File: config.mk
export PLATFORM = sky130hd
export DESIGN_NAME = booth_radix4_multiplier
export DESIGN_NICKNAME = d
export VERILOG_FILES = /design/src/design/brm_pkg.sv /design/src/design/brm_booth_encoder.sv /design/src/design/brm_csa_tree.sv /design/src/design/booth_radix4_multiplier.sv
export SDC_FILE = /design/constraint.sdc
export NUM_CORES = 2
export LEC_CHECK = 0
export BUFFER_PORTS_ARGS = -buffer_cell sky130_fd_sc_hd__buf_4
export CELL_PAD_IN_SITES_DETAIL_PLACEMENT = 1
export CELL_PAD_IN_SITES_GLOBAL_PLACEMENT = 2
export CORE_MARGIN = 5
export CORE_UTILIZATION = 40
export CTS_CLUSTER_SIZE = 12
export DETAILED_ROUTE_END_ITERATION = 8
export HOLD_SLACK_MARGIN = 0.15
export PLACE_DENSITY = 0.86
export SLEW_MARGIN = 10
export SYNTH_ARGS = -nofsm -noshare
export SYNTH_HDL_FRONTEND = slang
export SYNTH_HIERARCHICAL = 1
export SYNTH_SLANG_ARGS = --single-unit
File: constraint.sdc
create_clock -name clk_i -period 13.7 [get_ports clk_i]
set_input_delay 1.37 -clock clk_i [delete_from_list [all_inputs] [get_ports clk_i]]
set_output_delay 1.37 -clock clk_i [all_outputs]
set_load 0.005 [all_outputs]
File: src/design/brm_pkg.sv
// ----------------------------------------------------------------------------
// brm_pkg
// Widths, counts and types shared by the radix-4 Booth multiplier.
// ----------------------------------------------------------------------------
package brm_pkg;

  localparam int OPERAND_BITS = 32;
  localparam int IN_W         = 32;
  localparam int OUT_W        = 64;
  localparam int PROD_W       = 2 * OPERAND_BITS;
  // one partial product per booth window
  localparam int NUM_PP       = (OPERAND_BITS + 1) / 2;
  // partial products plus the negation row, padded to a power of two
  localparam int NUM_LEAVES   = 1 << $clog2(NUM_PP + 1);

  typedef logic [PROD_W-1:0]                  prod_t;
  typedef logic [NUM_LEAVES-1:0][PROD_W-1:0]  pp_array_t;

endpackage

File: src/design/brm_booth_encoder.sv
// ----------------------------------------------------------------------------
// brm_booth_encoder
// Recodes the multiplier in overlapping 3-bit windows and forms the shifted,
// sign-extended partial products plus one row of negation correction bits.
// ----------------------------------------------------------------------------
module brm_booth_encoder
  import brm_pkg::*;
(
  input  logic [OPERAND_BITS-1:0] mcand_i,
  input  logic [OPERAND_BITS-1:0] mplier_i,
  output pp_array_t               pp_o
);

  prod_t             m_ext;
  logic [NUM_PP-1:0] neg_w;
  prod_t             neg_row;

  assign m_ext = {{(PROD_W - OPERAND_BITS){mcand_i[OPERAND_BITS-1]}}, mcand_i};

  for (genvar k = 0; k < NUM_PP; k++) begin : g_win
    logic  b2, b1, b0;
    logic  zero, two, neg;
    prod_t sel;
    prod_t row;

    if (k == 0) begin : g_lsb
      assign b0 = 1'b0;
    end else begin : g_mid
      assign b0 = mplier_i[2*k-1];
    end

    assign b1 = mplier_i[2*k];

    // odd width: top window repeats the sign bit
    if (2*k + 1 < OPERAND_BITS) begin : g_hi
      assign b2 = mplier_i[2*k+1];
    end else begin : g_sign
      assign b2 = mplier_i[OPERAND_BITS-1];
    end

    assign zero = (b2 == b1) && (b1 == b0);
    assign two  = (b2 != b1) && (b1 == b0);
    assign neg  = b2 && !zero;
    assign sel  = two ? (m_ext << 1) : m_ext;
    // ones complement here, the +1 goes in the correction row
    assign row  = zero ? '0 : (neg ? ~sel : sel);

    assign neg_w[k] = neg;
    assign pp_o[k]  = row << (2*k);
  end

  always_comb begin
    neg_row = '0;
    for (int k = 0; k < NUM_PP; k++) begin
      neg_row[2*k] = neg_w[k];
    end
  end

  assign pp_o[NUM_PP] = neg_row;

  for (genvar j = NUM_PP + 1; j < NUM_LEAVES; j++) begin : g_pad
    assign pp_o[j] = '0;
  end

endmodule

File: src/design/brm_csa_tree.sv
// ----------------------------------------------------------------------------
// brm_csa_tree
// Carry-save reduction of the partial product rows to one sum and one carry
// vector, built as a binary tree of 4:2 compressors (two 3:2 stages each).
// ----------------------------------------------------------------------------
module brm_csa_tree
  import brm_pkg::*;
(
  input  pp_array_t leaves_i,
  output prod_t     sum_o,
  output prod_t     carry_o
);

  localparam int NUM_NODES = 2 * NUM_LEAVES - 1;

  // heap order: node n has children 2n+1 and 2n+2, leaves at the end
  prod_t node_s [NUM_NODES];
  prod_t node_c [NUM_NODES];

  for (genvar j = 0; j < NUM_LEAVES; j++) begin : g_leaf
    assign node_s[NUM_LEAVES-1+j] = leaves_i[j];
    assign node_c[NUM_LEAVES-1+j] = '0;
  end

  for (genvar n = 0; n < NUM_LEAVES - 1; n++) begin : g_node
    prod_t a, b, c, d;
    prod_t s1, c1;

    assign a = node_s[2*n+1];
    assign b = node_c[2*n+1];
    assign c = node_s[2*n+2];
    assign d = node_c[2*n+2];

    // first 3:2 stage, carry moves up one bit
    assign s1 = a ^ b ^ c;
    assign c1 = ((a & b) | (a & c) | (b & c)) << 1;

    // second 3:2 stage folds in the fourth vector
    assign node_s[n] = s1 ^ c1 ^ d;
    assign node_c[n] = ((s1 & c1) | (s1 & d) | (c1 & d)) << 1;
  end

  assign sum_o   = node_s[0];
  assign carry_o = node_c[0];

endmodule

File: src/design/booth_radix4_multiplier.sv
// ----------------------------------------------------------------------------
// booth_radix4_multiplier
// Signed radix-4 modified Booth multiplier with a full double-width product.
// ----------------------------------------------------------------------------
// Usage:
//   Input channel in_valid_i / in_stall_o carries multiplicand_i and
//   multiplier_i; a transaction happens on a clock edge with valid high and
//   stall low. Only the low OPERAND_BITS bits of each operand are used, read
//   as two's complement. Output channel out_valid_o / out_stall_i carries
//   product_o, the signed product sign-extended to 64 bits.
//   Datapath: the operands land in an input register, the Booth recoder, the
//   carry-save tree and the final adder are combinational, and the product is
//   held in an output register.
//   Throughput: one transaction per cycle in both directions while out_stall_i
//   is low; the input register and the output register each hold one item.
//   Stall: while out_stall_i holds a valid product, the product stays put and
//   the input register keeps filling; in_stall_o rises only when both
//   registers are full and the output is stalled.
//   Reset: rst_ni clears both valid flags; no product is offered after reset.
// ----------------------------------------------------------------------------
module booth_radix4_multiplier
  import brm_pkg::*;
(
  input  logic                    clk_i,
  input  logic                    rst_ni,
  input  logic                    in_valid_i,
  output logic                    in_stall_o,
  input  logic signed [IN_W-1:0]  multiplicand_i,
  input  logic signed [IN_W-1:0]  multiplier_i,
  output logic                    out_valid_o,
  input  logic                    out_stall_i,
  output logic signed [OUT_W-1:0] product_o
);

  logic                    in_valid_q;
  logic [OPERAND_BITS-1:0] mcand_q, mplier_q;
  logic                    out_valid_q;
  logic signed [OUT_W-1:0] product_q, product_d;

  logic      in_ready, out_ready;
  pp_array_t pp;
  prod_t     tree_sum, tree_carry, sum_w;

  assign out_ready  = !out_valid_q || !out_stall_i;
  assign in_ready   = !in_valid_q || out_ready;
  assign in_stall_o = !in_ready;

  brm_booth_encoder u_encoder (
    .mcand_i  (mcand_q),
    .mplier_i (mplier_q),
    .pp_o     (pp)
  );

  brm_csa_tree u_tree (
    .leaves_i (pp),
    .sum_o    (tree_sum),
    .carry_o  (tree_carry)
  );

  // final carry-propagate add, then sign extend from the product msb
  assign sum_w     = tree_sum + tree_carry;
  assign product_d = OUT_W'(signed'(sum_w));

  always_ff @(posedge clk_i or negedge rst_ni) begin
    if (!rst_ni) begin
      in_valid_q  <= 1'b0;
      out_valid_q <= 1'b0;
    end else begin
      if (in_ready) begin
        in_valid_q <= in_valid_i;
      end
      if (out_ready) begin
        out_valid_q <= in_valid_q;
      end
    end
  end

  always_ff @(posedge clk_i) begin
    if (in_ready && in_valid_i) begin
      mcand_q  <= multiplicand_i[OPERAND_BITS-1:0];
      mplier_q <= multiplier_i[OPERAND_BITS-1:0];
    end
    if (out_ready && in_valid_q) begin
      product_q <= product_d;
    end
  end

  assign out_valid_o = out_valid_q;
  assign product_o   = product_q;

endmodule

Word level (Yosys, flattened, before mapping)
Index checks and enable logic that the tools add are counted.
- input bits: 68
- register bits after elaboration: 130
- output and inout port bits: 66
- mux-type cells: 48
- $add $sub $neg: 1
- eq/ne operators: 47
- reduce and logical (&&, ||, !) cells: 72
- bitwise operators: 156
- operators with widths (operator ; number):
    $and A63 B63 Y63 ; 60
    $xor A64 B64 Y64 ; 46
    $or A63 B63 Y63 ; 30
    $mux W32 ; 16
    $mux W64 ; 2
    $and A63 B31 Y63 ; 2
    $mux W62 ; 2
    $mux W60 ; 2
    $mux W58 ; 2
    $mux W56 ; 2
    $mux W54 ; 2
    $mux W52 ; 2
    $mux W50 ; 2
    $mux W48 ; 2
    $mux W46 ; 2
    $mux W44 ; 2
    $mux W42 ; 2
    $mux W40 ; 2
    $mux W38 ; 2
    $mux W36 ; 2
    $mux W34 ; 2
    $add A64 B64 Y64 ; 1
    $not A64 Y64 ; 1
    $xor A64 B31 Y64 ; 1
    21 further kinds ; 135

Depth between registers and ports, before layout
- depth in word-level cells: 31
- gate-level depth with buffers: 31

By module
Netlist, hierarchy kept.
- by module, submodules not included (module ; times used ; area an instance (µm²) ; cells an instance):
    brm_csa_tree ; 1 ; 74347.6 ; 6976
    brm_booth_encoder ; 1 ; 25547.0 ; 3538
    booth_radix4_multiplier ; 1 ; 7764.9 ; 709

Worst setup path before layout
Ideal clock, no wire load.
- path type: register to register
- start point: reg mplier_q[3]
- end point: reg product_q[61] (netlist: product_o[61]) (data pin)
- required time: 13.437 ns
- path slack: 4.188 ns
- clock period less this slack: 9.512 ns
- arrival time: 9.249 ns
- cell stages (with the launch flop): 29
- cells stage by stage: edfxtp_1 > buf_2 > buf_4 > buf_2 > o31ai_1 > buf_4 > ha_1 > ha_1 > inv_1 > fa_1 > fa_1 > fa_1 > fa_1 > fa_1 > fa_1 > fa_1 > inv_1 > fa_1 > ha_1 > clkbuf_1 > nand4_1 > nor3_1 > a21oi_1 > a21oi_1 > a2111oi_0 > and3b_1 > o32ai_1 > a311oi_1 > xnor2_1
- RTL lines (item ; RTL line ; text):
    start, declared ; booth_radix4_multiplier.sv:36 ; logic [OPERAND_BITS-1:0] mcand_q, mplier_q;
    start signal, assigned ; booth_radix4_multiplier.sv:81 ; mplier_q <= multiplier_i[OPERAND_BITS-1:0];
    end signal, assigned ; booth_radix4_multiplier.sv:84 ; product_q <= product_d;
    end, declared ; booth_radix4_multiplier.sv:38 ; logic signed [OUT_W-1:0] product_q, product_d;

==> results.py <==
metrics = {
    "global_route": {
        "gr-usage-all-layers": 0.193,
        "antenna_found_initial": 11,
        "globalRouteOverflowTotal": 0,
        "grt_first_pass_wirelength_um": 426000,
        "grt_start_max_net_pins": 52,
        "grt_pass1_vias": 78281,
    },
    "synthesis": {
        "yosys.area.top_type": "fa_1",
        "ys_seq_elements": 130,
        "synth_edf_count": 128,
        "syn_area_per_cell_um2": 9.59,
        "syn_inst": 11223,
        "synthFlopType": "edfxtp_1",
        "synth_top_area_frac": 0.340,
        "synth_top_cells_by_area": "fa_1 (34%), ha_1 (24%), buf_4 (11%)",
        "async_reset_ff_frac": 0.0154,
        "synth_cell_type_count": 72,
        "yosys_warnings": 6,
        "yosysSeqAreaShare": 0.0362,
        "synth_area_um2": 108000,
    },
    "floorplan": {
        "die_height_um": 529,
        "io_pins": 134,
        "start_util": 0.402,
        "rows": 190,
        "dieArea_um2": 280000,
        "fp.dieW_um": 529,
        "core_area_um2": 268000,
    },
    "setup_path": {
        "critical_path_arrival_ns": 11.56,
        "crit_fanout": 42,
        "cpMostUsedCell": "fa_1",
        "critPathKind": "reg -> reg",
        "crit_path_start_kind": "flip-flop",
        "reg2reg_slack_ns": 2.44,
        "cp.required_ns": 14.00,
        "critPathCaptureType": "flip-flop",
        "crit_slowest_cell": "a2111oi_2",
        "critPathMaxStageDelay_ns": 1.07,
    },
    "clocking": {
        "cts_buffers": 25,
        "cts_tree": "built",
        "clockRootBuffer": "clkbuf_16",
        "h-tree-depth": 4,
        "post_cts_resize_count": 0,
        "cts.sinks": 130,
        "clk_latency_ns": 0.59,
        "cts-hold-fix-buffers": 0,
        "clk_path_buf_depth": 3,
        "clkTransAtPathRegs_ns": 0.08,
        "post-cts-setup-buffer-count": 0,
    },
    "detailed_routing": {
        "wl_um": 262000,
        "vias_per_cell": 4.64,
        "dr.pass1.iters": 5,
        "drc_errors": 0,
        "wl_per_cell_um": 18.2,
        "vias": 66654,
        "ant_nets": 0,
        "drt_iter0_drc": 2546,
    },
    "timing": {
        "worst_pin_slew_ns": 1.28,
        "postLayoutSetupSlackWorst_ns": 2.44,
        "hold_slack_ns": 0.508,
        "relSlewSlack": 0.141,
        "fmax_mhz": 88.8,
        "layout_min_cycle_time_ns": 11.26,
        "setup_violations": 0,
        "finalHoldViolCount": 0,
        "clock_skew_ns": 0.0438,
        "rsz0062_at_grt": "no",
        "fin_crit_sh": 0.822,
        "tns_ns": 0,
        "drv_slew": 0,
    },
    "placed_design": {
        "gp_congestion": 0.888,
        "dp_cells": 14326,
        "pre_cts_ws_ns": 2.67,
        "portBuffers": 133,
        "dp_hpwl_um": 230000,
    },
    "layout": {
        "layout-drive-gt1-share": 0.0403,
        "final_cell_count_no_fill": 14362,
        "layout.nets": 14808,
        "area_growth_pct": -1.37,
        "multi_input_area_um2": 84000,
        "fillers": 30975,
        "regArea_um2": 3890,
    },
    "worst_hold_path": {
        "worstHoldPathType": "reg -> reg",
    },
    "job": {
        "maxCapViolCount": 0,
    },
    "outcome": {
        "status": "complete, no violations",
    },
}
==> synthesized netlist by cell type, drive strengths merged (56+ instances only) <==
library cell and number:
ha 2108, fa 1831, a21oi 97, edfxtp 128, nand2 545, clkbuf 212, o221ai 465, xnor2 595
nor2 56, o21ai 61, inv 3028, buf 1729
==> layout by cell type, fill, tap and decap left out, types with 5 or more instances in the layout <==
cell type	count
a21oi_1	94
a31oi_1	10
and3b_1	14
o21ai_0	30
nand3_1	14
a22o_1	31
xor2_1	47
conb_1	1250
clkbuf_16	25
ha_1	2108
nand2_1	545
nor3_1	20
mux2i_1	32
a21boi_1	17
xnor2_2	13
o31ai_1	5
nand2b_1	8
o21a_1	8
edfxtp_1	128
nor2b_1	8
o221ai_2	120
o31ai_4	9
o221ai_1	345
and3_1	10
fa_1	1831
nand4_1	20
o21bai_1	12
or3b_1	5
inv_1	3027
buf_4	244
o21ai_1	30
a21o_1	27
nor2_1	56
a211oi_1	5
xnor2_1	580
and2_1	5
==> layer usage <==
layer  track usage  vias up  routed length (um)
met5             0        -                  27
li1              -    30938                   -
met4        0.0493        4                7640
met1         0.244    34537              111000
met2         0.354      941              135000
met3        0.0160      234                7910
==> flip-flops by register name, indices dropped and copies added, names as in the netlist <==
name / flops
mplier_q: 32
product_o: 64
out_valid_o: 1
mcand_q: 32
in_valid_q: 1
==> critical path: cells and delay by family, from the launching register on <==
kind / cells / cell delay (ns)
AND/OR/NAND/NOR: 2 / 1.24
buffers and inverters: 3 / 0.63
AO/OA/AOI/OAI: 8 / 3.79
multiplexers: 1 / 0.15
adder cells (fa/ha/maj): 11 / 4.82
flip-flops: 1 / 0.33
==> cell families after synthesis <==
group | share of synthesized area
flops | 0.0362
mux | 0.00308
buf+inv | 0.230
compound gates | 0.0644
other cells | 0.0000698
simple gates | 0.0282
fa+ha+maj | 0.585
xor+xnor | 0.0526
==> area by class of cell <==
| cell class | instances | area share |
|---|---|---|
| repair buffers | 244 | 0.0173 |
| diodes | 4 | 0.0000943 |
| inverters | 3028 | 0.107 |
| flip-flops and latches | 130 | 0.0367 |
| clock buffers | 26 | 0.00593 |
| well taps | 3552 | 0.0419 |
| multi-input cells | 7372 | 0.791 |
| clock inverters | 6 | 0.000247 |
==> through the flow <==
step / util / area [um^2]
global route: 0.396 / 106000
detailed placement: 0.394 / 106000
global placement: 0.394 / 106000
CTS: 0.396 / 106000
finish: 0.396 / 106000
floorplan: - / 112000
==> final timing paths <==
path | from | to | cells after the start
setup / recovery | mplier_q[9]$_DFFE_PP_ | product_o[56]$_DFFE_PP_ | 25
hold / removal | in_valid_q$_DFFE_PN0N_ | out_valid_o$_DFFE_PN0P_ | 1
setup reg to reg | mplier_q[9]$_DFFE_PP_ | product_o[56]$_DFFE_PP_ | 25
hold reg to reg | in_valid_q$_DFFE_PN0N_ | out_valid_o$_DFFE_PN0P_ | 1
max in group asynchronous | rst_ni | in_valid_q$_DFFE_PN0N_ | 1
min in group asynchronous | rst_ni | out_valid_o$_DFFE_PN0P_ | 1
Power is not shown: default switching activity piles up to over one toggle a cycle in this logic, so the estimate is an artifact.
